`config.mk`:
```
export PLATFORM = sky130hd
export DESIGN_NAME = sample_threshold_alarm_block_averager_unit
export DESIGN_NICKNAME = d
export VERILOG_FILES = /design/src/staba_pkg.sv /design/src/sample_threshold_alarm_block_averager_unit.sv
export SDC_FILE = /design/constraint.sdc
export NUM_CORES = 1
export LEC_CHECK = 0
export BUFFER_PORTS_ARGS = -buffer_cell sky130_fd_sc_hd__buf_2
export CELL_PAD_IN_SITES_DETAIL_PLACEMENT = 0
export CELL_PAD_IN_SITES_GLOBAL_PLACEMENT = 1
export CORE_ASPECT_RATIO = 1.4
export CORE_MARGIN = 1.5
export CORE_UTILIZATION = 55
export DETAILED_ROUTE_END_ITERATION = 6
export HOLD_SLACK_MARGIN = 0.15
export PLACE_DENSITY_LB_ADDON = 0.1
export SYNTH_ARGS = -nofsm -noshare
export SYNTH_HDL_FRONTEND = slang
export SYNTH_SLANG_ARGS = --single-unit
```
`constraint.sdc`:
```
create_clock -name clk -period 12.1 [get_ports clk]
set_input_delay 2.42 -clock clk [delete_from_list [all_inputs] [get_ports clk]]
set_output_delay 2.42 -clock clk [all_outputs]
set_load 0.1 [all_outputs]
```
`src/staba_pkg.sv`:
```
// Shared constants and codes for the sample threshold alarm / block averager.
// No dependencies; imported by sample_threshold_alarm_block_averager_unit.
package staba_pkg;

    localparam int SAMPLE_W = 12;
    localparam int THRESH_W = 12;
    localparam int IVL_W    = 10;
    localparam int SUM_W    = 18;
    localparam int CNT_W    = 16;
    localparam int AVG_W    = 16;
    localparam int CFG_IDX_W  = 2;
    localparam int CFG_DATA_W = 12;

    localparam logic [THRESH_W-1:0] THRESH_CLAMP = 12'd1800;
    localparam logic [THRESH_W-1:0] THRESH_RESET = 12'd4000;
    localparam logic [IVL_W-1:0]    IVL_RESET    = 10'd1;
    localparam logic [IVL_W-1:0]    SINCE_RESET  = 10'd1;

    // configuration register indexes
    localparam logic [CFG_IDX_W-1:0] REG_THRESHOLD = 2'd0;
    localparam logic [CFG_IDX_W-1:0] REG_INTERVAL  = 2'd1;

    // result word kinds
    typedef enum logic {
        KIND_ALARM   = 1'b0,
        KIND_AVERAGE = 1'b1
    } kind_t;

endpackage

```
`src/sample_threshold_alarm_block_averager_unit.sv`:
```
// Top level of the sample threshold alarm with decimated block averager.
// Depends on staba_pkg for widths, register indexes and result kinds.
//
// Usage:
//   Input channel (in_valid / in_stall / sample) carries one 12-bit converter
//   sample per word. Output channel (out_valid / out_stall / kind / average)
//   carries at most one result word per sample: an alarm (kind 0, average 0)
//   when ten times the sample exceeds the threshold, or a block average times
//   ten (kind 1) for every send_interval-th completed block of BLOCK_SIZE
//   samples. Samples that raise no word are absorbed silently.
//   Configuration: cfg_write with cfg_index / cfg_data, one register per
//   write, only while idle. Threshold writes above 1800 store 1800; unknown
//   indexes are ignored.
// Timing:
//   Two register stages. Stage one does the threshold compare, sum/count
//   update and decimation decision; stage two does the divide by BLOCK_SIZE
//   (reciprocal multiply, 18x19 bits) and the scale by ten into the output
//   register. A result word moves from the middle stage into the output
//   register once the output is free; out_stall can hold it in the middle stage.
//   One sample per cycle while in_stall stays low; the reciprocal
//   multiplier sets the critical path.
// Stall: out_stall holds the output word; the middle stage still fills, and
//   in_stall rises only when both the middle stage and output are occupied.
// Reset (rst_n low, async): threshold 4000, interval 1, sum and count 0,
//   decimation counter 1, both pipeline stages empty.
module sample_threshold_alarm_block_averager_unit #(
    parameter int BLOCK_SIZE = 25
) (
    input  logic                                  clk,
    input  logic                                  rst_n,
    input  logic                                  cfg_write,
    input  logic [staba_pkg::CFG_IDX_W-1:0]       cfg_index,
    input  logic [staba_pkg::CFG_DATA_W-1:0]      cfg_data,
    input  logic                                  in_valid,
    output logic                                  in_stall,
    input  logic [staba_pkg::SAMPLE_W-1:0]        sample,
    output logic                                  out_valid,
    input  logic                                  out_stall,
    output logic                                  kind,
    output logic [staba_pkg::AVG_W-1:0]           average
);
    import staba_pkg::*;

    // Exact divide of any SUM_W-bit value by BLOCK_SIZE:
    // q = (x * RECIP) >> SHIFT, RECIP = ceil(2^SHIFT / BLOCK_SIZE).
    localparam int SHIFT   = SUM_W + $clog2(BLOCK_SIZE);
    localparam int RECIP_W = SUM_W + 1;
    localparam int PROD_W  = SUM_W + RECIP_W;
    localparam longint unsigned RECIP_L =
        ((64'd1 << SHIFT) + longint'(BLOCK_SIZE) - 64'd1) / longint'(BLOCK_SIZE);
    localparam logic [RECIP_W-1:0] RECIP = RECIP_W'(RECIP_L);
    localparam logic [CNT_W-1:0]   BLOCK_CNT = CNT_W'(BLOCK_SIZE);

    // configuration
    logic [THRESH_W-1:0] thr_reg;
    logic [IVL_W-1:0]    ivl_reg;
    logic [THRESH_W-1:0] cfg_thr;

    // accumulation state
    logic [SUM_W-1:0]    sum_reg,   sum_next;
    logic [CNT_W-1:0]    count_reg, count_next;
    logic [IVL_W-1:0]    since_reg, since_next;

    // middle stage
    logic                mid_valid_reg, mid_valid_next;
    kind_t               mid_kind_reg,  mid_kind_next;
    logic [SUM_W-1:0]    mid_sum_reg,   mid_sum_next;

    // output stage
    logic                out_valid_reg;
    kind_t               out_kind_reg;
    logic [AVG_W-1:0]    out_avg_reg,   out_avg_next;

    logic                in_accept;
    logic                out_free;
    logic                mid_move;
    logic [AVG_W-1:0]    sample_x10;
    logic                alarm;
    logic [SUM_W-1:0]    acc_sum;
    logic [CNT_W-1:0]    acc_count;
    logic                block_done;
    logic [PROD_W-1:0]   prod;
    logic [PROD_W-1:0]   quot_wide;
    logic [SUM_W-1:0]    quot;

    // handshake
    assign out_free  = !out_valid_reg || !out_stall;
    assign mid_move  = mid_valid_reg && out_free;
    assign in_stall  = mid_valid_reg && !out_free;
    assign in_accept = in_valid && !in_stall;

    assign out_valid = out_valid_reg;
    assign kind      = out_kind_reg;
    assign average   = out_avg_reg;

    // clamp threshold writes
    assign cfg_thr = (cfg_data > THRESH_CLAMP) ? THRESH_CLAMP : cfg_data;

    always_ff @(posedge clk or negedge rst_n)
    begin
        if (!rst_n)
        begin
            thr_reg <= THRESH_RESET;
            ivl_reg <= IVL_RESET;
        end
        else if (cfg_write)
        begin
            if (cfg_index == REG_THRESHOLD)
            begin
                thr_reg <= cfg_thr;
            end
            else if (cfg_index == REG_INTERVAL)
            begin
                ivl_reg <= cfg_data[IVL_W-1:0];
            end
        end
    end

    // stage one: alarm compare, accumulate, decimate
    assign sample_x10 = {1'b0, sample, 3'b000} + {3'b000, sample, 1'b0};
    assign alarm      = sample_x10 > {{(AVG_W-THRESH_W){1'b0}}, thr_reg};
    assign acc_sum    = sum_reg + {{(SUM_W-SAMPLE_W){1'b0}}, sample};
    assign acc_count  = count_reg + CNT_W'(1);
    assign block_done = (acc_count == BLOCK_CNT) && (thr_reg != '0);

    always_comb
    begin
        sum_next       = sum_reg;
        count_next     = count_reg;
        since_next     = since_reg;
        mid_kind_next  = mid_kind_reg;
        mid_sum_next   = mid_sum_reg;
        mid_valid_next = mid_move ? 1'b0 : mid_valid_reg;
        if (in_accept)
        begin
            if (alarm)
            begin
                mid_valid_next = 1'b1;
                mid_kind_next  = KIND_ALARM;
            end
            else if (block_done)
            begin
                sum_next     = '0;
                count_next   = '0;
                mid_sum_next = acc_sum;
                if (since_reg >= ivl_reg)
                begin
                    since_next     = SINCE_RESET;
                    mid_valid_next = 1'b1;
                    mid_kind_next  = KIND_AVERAGE;
                end
                else
                begin
                    since_next = since_reg + IVL_W'(1);
                end
            end
            else
            begin
                sum_next   = acc_sum;
                count_next = acc_count;
            end
        end
    end

    always_ff @(posedge clk or negedge rst_n)
    begin
        if (!rst_n)
        begin
            sum_reg       <= '0;
            count_reg     <= '0;
            since_reg     <= SINCE_RESET;
            mid_valid_reg <= 1'b0;
        end
        else
        begin
            sum_reg       <= sum_next;
            count_reg     <= count_next;
            since_reg     <= since_next;
            mid_valid_reg <= mid_valid_next;
        end
    end

    always_ff @(posedge clk)
    begin
        mid_kind_reg <= mid_kind_next;
        mid_sum_reg  <= mid_sum_next;
    end

    // stage two: divide by block size, scale by ten (mod 2^16)
    assign prod      = {{RECIP_W{1'b0}}, mid_sum_reg} * {{SUM_W{1'b0}}, RECIP};
    assign quot_wide = prod >> SHIFT;
    assign quot      = quot_wide[SUM_W-1:0];

    always_comb
    begin
        out_avg_next = '0;
        if (mid_kind_reg == KIND_AVERAGE)
        begin
            out_avg_next = {quot[AVG_W-4:0], 3'b000} + {quot[AVG_W-2:0], 1'b0};
        end
    end

    always_ff @(posedge clk or negedge rst_n)
    begin
        if (!rst_n)
        begin
            out_valid_reg <= 1'b0;
        end
        else if (mid_move)
        begin
            out_valid_reg <= 1'b1;
        end
        else if (!out_stall)
        begin
            out_valid_reg <= 1'b0;
        end
    end

    always_ff @(posedge clk)
    begin
        if (mid_move)
        begin
            out_kind_reg <= mid_kind_reg;
            out_avg_reg  <= out_avg_next;
        end
    end

    // checks
    a_thr_legal: assert property (@(posedge clk) disable iff (!rst_n)
        (thr_reg <= THRESH_CLAMP) || (thr_reg == THRESH_RESET))
        else $error("threshold register holds an unclamped value");

    a_since_nonzero: assert property (@(posedge clk) disable iff (!rst_n)
        since_reg != '0)
        else $error("decimation counter reached zero");

    a_alarm_to_mid: assert property (@(posedge clk) disable iff (!rst_n)
        (in_accept && alarm) |=> (mid_valid_reg && (mid_kind_reg == KIND_ALARM)))
        else $error("alarm word not captured in middle stage");

    a_mid_to_out: assert property (@(posedge clk) disable iff (!rst_n)
        mid_move |=> (out_valid_reg && (out_kind_reg == $past(mid_kind_reg))))
        else $error("middle stage word lost on its way to the output");

endmodule

```
; ---- Word-level counts from Yosys, hierarchy flattened
; Cells that the tools add are included.
[word_totals]
output_inout_bits = 19
reg_bits = 104
input_bits = 31
[classes]
mux = 13
bitwise_logic = 2
n_eq_ne = 3
n_mul = 1
addsub = 5
reduce_logical = 18
n_lt_le_gt_ge = 3
[op_table]
columns = cell, count
row1 = multiplier 18 x 19 -> 37 bit (second input constant), 1
row2 = adder 18 x 12 -> 18 bit, 1
row3 = 2-to-1 mux 18 bit, 1
row4 = adder 15 x 13 -> 16 bit, 1
row5 = adder 16 x 1 -> 16 bit (second input constant), 1
row6 = adder 16 x 15 -> 16 bit, 1
row7 = == test 16 x 5 -> 1 bit (second input constant), 1
row8 = greater-than comparator 16 x 12 -> 1 bit, 1
row9 = 2-to-1 mux 16 bit, 1
row10 = greater-than comparator 12 x 11 -> 1 bit (second input constant), 1
row11 = 2-to-1 mux 12 bit, 1
row12 = nonzero test 12 bit, 1
row13 = adder 10 x 1 -> 10 bit (second input constant), 1
row14 = greater-or-equal comparator 10 bit, 1
row15 = 2-to-1 mux 10 bit, 1
row16 = 2-to-1 mux 1 bit, 9
row17 = AND reduction 3 bit, 3
row18 = logical AND 1 bit, 4
row19 = logical NOT 1 bit, 4
row20 = AND reduction 2 bit, 2
row21 = nonzero test 2 bit, 2
row22 = == test 2 x 1 -> 1 bit (second input constant), 1
row23 = logical NOT 2 bit, 1
row24 = != test 2 x 1 -> 1 bit (second input constant), 1
row25 = other kinds (2), 3

; ---- Depth between registers and ports, before layout
[logic_depth]
word_depth = 8
mapped_depth = 29

; ---- Worst setup path before layout
; Ideal clock, no wire load.
[synth_timing]
path_type = register to register
startpoint = register mid_sum_reg[16]
endpoint = register out_avg_reg[15], in the netlist average[15], data pin
path_stages_with_launch = 26
n_path_buf = 0
slack_ns = 4.328
setup_ns = 0.261
t_arrival_ns = 7.511
cell_sequence = edfxtp_1 > fa_1 > inv_1 > fa_1 > inv_1 > fa_1 > fa_1 > fa_1 > inv_1 > fa_1 > inv_1 > ha_1 > nand3_2 > o41ai_4 > a21oi_2 > mux2_4 > nor3_4 > nand2_1 > fa_1 > nor4_1 > nand4_1 > a211oi_2 > o311ai_1 > or4_1 > and4_4 > o311a_1
[synth_via]
elab_chain_cells = 2
[synth_lines]
columns = item, line_no
row1 = from (decl), sample_threshold_alarm_block_averager_unit.sv:67  ; logic [SUM_W-1:0] mid_sum_reg, mid_sum_next;
row2 = from (signal assigned), sample_threshold_alarm_block_averager_unit.sv:186  ; mid_sum_reg <= mid_sum_next;
row3 = multiplier 18 x 19 -> 37 bit, sample_threshold_alarm_block_averager_unit.sv:190  ; assign prod = {{RECIP_W{1'b0}}, mid_sum_reg} * {{SUM_W{1'b0}}, RECIP};
row4 = adder 16 x 15 -> 16 bit, sample_threshold_alarm_block_averager_unit.sv:199  ; out_avg_next = {quot[AVG_W-4:0], 3'b000} + {quot[AVG_W-2:0], 1'b0};
row5 = to (signal assigned), sample_threshold_alarm_block_averager_unit.sv:224  ; out_avg_reg <= out_avg_next;
row6 = to (decl), sample_threshold_alarm_block_averager_unit.sv:72  ; logic [AVG_W-1:0] out_avg_reg, out_avg_next;
; Every way passes these cells.
; A chain may end at the register's enable or synchronous reset.

; ---- Worst setup path in the final report
; Ends and elaborated chain as after synthesis.

==> reports/metrics.cfg <==
[synthesis]
yosys.area.top_type=ha_1
synth_seq_cells=103
syn_inst=1296
ys.flop_type=dfrtp_1
ys_types=76
synth.cell_area_sq_um=12520
yosysSeqAreaShare_pct=22.07
synth_edf_count=35
yosysTopAreaCellShare_pct=20.69
ys_async_sr_fraction_pct=66.02
avgSynthCellArea_sq_um=9.660
syn-num-nets=1654
synth_area_leaders=ha_1, fa_1, dfrtp_1
ys.warnings.count=0

[floorplan]
start_util_pct=55.77
die-area_sq_um=23690
die_h_microns=181.5
core-area_sq_um=22450
die_w_microns=130.5
io_pins=50
row_count=65

[setup_path]
worstReg2RegStart=mid_sum_reg[16]
worstSetupEndpointType=register
rrSetupSlack_ps=3810
r2r.worst_path.cells=27
critPathArrivalTime_ps=8420
critical_path_class=register to register
crit_buf_inv=5
worst_path_max_delay_cell=fa_1
reg2reg_to=average[15]
cpMostUsedCell=fa_1
cp_top_family=adder cells
crit_required_ps=12230
cp_max_fo=8
slowest_delay_ps=640
startpoint_type=register

[timing]
finalHoldViolCount=0
tightest_slew_ps=1121
finalCritPeriodShare_pct=68.51
tns_ps=0
max_freq_mhz=120.6
fin_ws_ps=3811
drv_slew=0
setup_viol=0
layout_min_cycle_time_ps=8289
rsz0062_at_grt=false
maxSlewHeadroom_pct=25.12
fin_skew_ps=11.01

[placed_design]
hpwl_microns=22770
portBuffers=48
gp_congestion=0.9452
dp_slack_ps=3816

[power]
p_comb_share_pct=29.7
ir_drop_uv=113.9
clkPwrFrac_pct=27.3
power_density_nw_per_um2=77.55
power_w=0.001036
p_switching_w=0.0003633
seqPwrFrac_pct=43.0
intPower_w=0.0006726
p_leak_nw=6.858
sw_frac_of_total_pct=35.07

[final_layout]
nNetsFinal=1697
fillers=2046
diodes=0
layout_common_cells=inv_1, ha_1, fa_1
multi_input_area_sq_um=8721
final_common_cell=inv_1
area_growth_pct=6.696
drive_gt1_share_pct=8.110
seqCellArea_sq_um=2763

[clock_tree]
cts_buffer_depth=2
htreeDepth=3
postCtsHoldBufs=0
clk_pin_slew_ps=80
cts_tree=done
postCtsSetupRepairBufs=0
cts-root-buf=clkbuf_16
cts_buffers=9
cts_sinks=103
clk_latency_ps=370
cts_resized=0

[global_routing]
grt_pass1_vias=9534
grtUsageTotal_pct=24.91
grt_pass1_wl_microns=45900
antenna_found_initial=0
grt_overflow_total=0
grt_max_degree=69

[drt]
drc_errors=0
avgViaCountPerCell=5.415
vias=8908
drt_iter0_markers=374
drt_wl_total_microns=26810
antenna_left=0
wire_per_inst_microns=16.29
firstDrtPassIters=4

[hold_path]
hp-class=register to register
holdPathStages=1
min_from=mid_valid_reg
hold_end=out_valid

[run_status]
status=completed

[run]
cap_violations=0

==> through the flow <==
stage               utilization [%]  instances  hold slack, ps  area, sq um
floorplan                         -       1296           436.0        12520
global placement              58.31       1629           445.2        13090
detailed placement            58.31       1629           470.4        13090
CTS                           59.51       1645           487.7        13360
global route                  59.51       1645           518.1        13360
finish                        59.51       1645           482.4        13360
==> power by group through the flow <==
stage | registers [W] | logic [W] | clock network, W
global route | 0.000452 | 0.000355 | 0.000302
CTS | 0.000445 | 0.000310 | 0.000291
global placement | 0.000451 | 0.000304 | 0
finish | 0.000445 | 0.000308 | 0.000283
floorplan | 0.000483 | 0.000204 | 0
detailed placement | 0.000452 | 0.000309 | 0
==> worst reg2reg max path: stages, from the launching register on <==
cell and delay, ps:
edfxtp_1 560, fa_1 640, inv_1 80, fa_1 500, inv_1 60, fa_1 500, fa_1 530, fa_1 550
inv_1 50, fa_1 520, inv_1 40, ha_1 310, nand3_2 170, nor3_1 360, nand2_1 90, a31oi_1 240
o21a_1 140, nor2_1 40, xnor2_1 280, inv_1 110, fa_1 420, nor4_1 300, nand4_1 150, a211oi_2 280
o311ai_1 170, or4_1 430, and4_4 180, o311a_1 330
==> final cells by class <==
type,count,area share [%]
sequential,103,20.68
inverter,255,7.166
clock buffer,10,1.714
clock inverter,6,0.3091
multi-input combinational,918,65.29
tap,301,2.819
timing repair buffer,52,2.023
==> cells in the mapped netlist (all sizes together) (4+ instances only) <==
cell     count
a21o        25
a31oi        8
mux2        10
o21bai       8
nand2       74
nor2        62
a211oi       5
nand4        9
and4         6
fa         120
and3        17
or3          5
dfstp        8
xor2        19
ha         207
clkbuf      15
o31ai       17
a21oi       56
mux2i       12
o211a        4
and2         5
nand3       31
a21boi       4
nand2b      10
xnor2       36
edfxtp      35
o21a        11
nor2b        7
o211ai      10
buf          5
nor4        10
inv        253
o21ai       65
nand3b       5
nor3        22
o2111ai      4
dfrtp       60
or2          4
==> per-layer routing <==
metal	global-route usage (%)	part of all wire (%)	vias to the layer above	routed length, microns
met5	0	0	-	0
met4	8.044	2.4	0	653
met3	3.153	2.1	33	552
met2	46.57	54	107	14400
met1	28.93	42	4297	11200
li1	-	-	4471	-
==> cells by family after synthesis <==
logic type	after synthesis	synth area share (%)
buffers and inverters	275	8.335
other	1	0.02995
adders and majority gates	327	39.88
DFF	103	22.07
muxes	22	1.889
xor gates and xnor gates	56	4.088
AOI/OAI and AO/OA	239	12.71
and+or+nand+nor	273	11.00
==> worst max-delay path by stage <==
stage	from	endpoint	slack (ps)	cells after the start
final	mid_sum_reg[16]	average[15]	3810	27
after floorplan	mid_sum_reg[16]	average[15]	4330	25
after CTS	mid_sum_reg[16]	average[15]	3800	27
after global routing	mid_sum_reg[16]	average[15]	3330	27
after detailed placement	mid_sum_reg[16]	average[15]	3820	27
after global placement	mid_sum_reg[16]	average[15]	3950	25
Power figures use the tool's default switching activity.
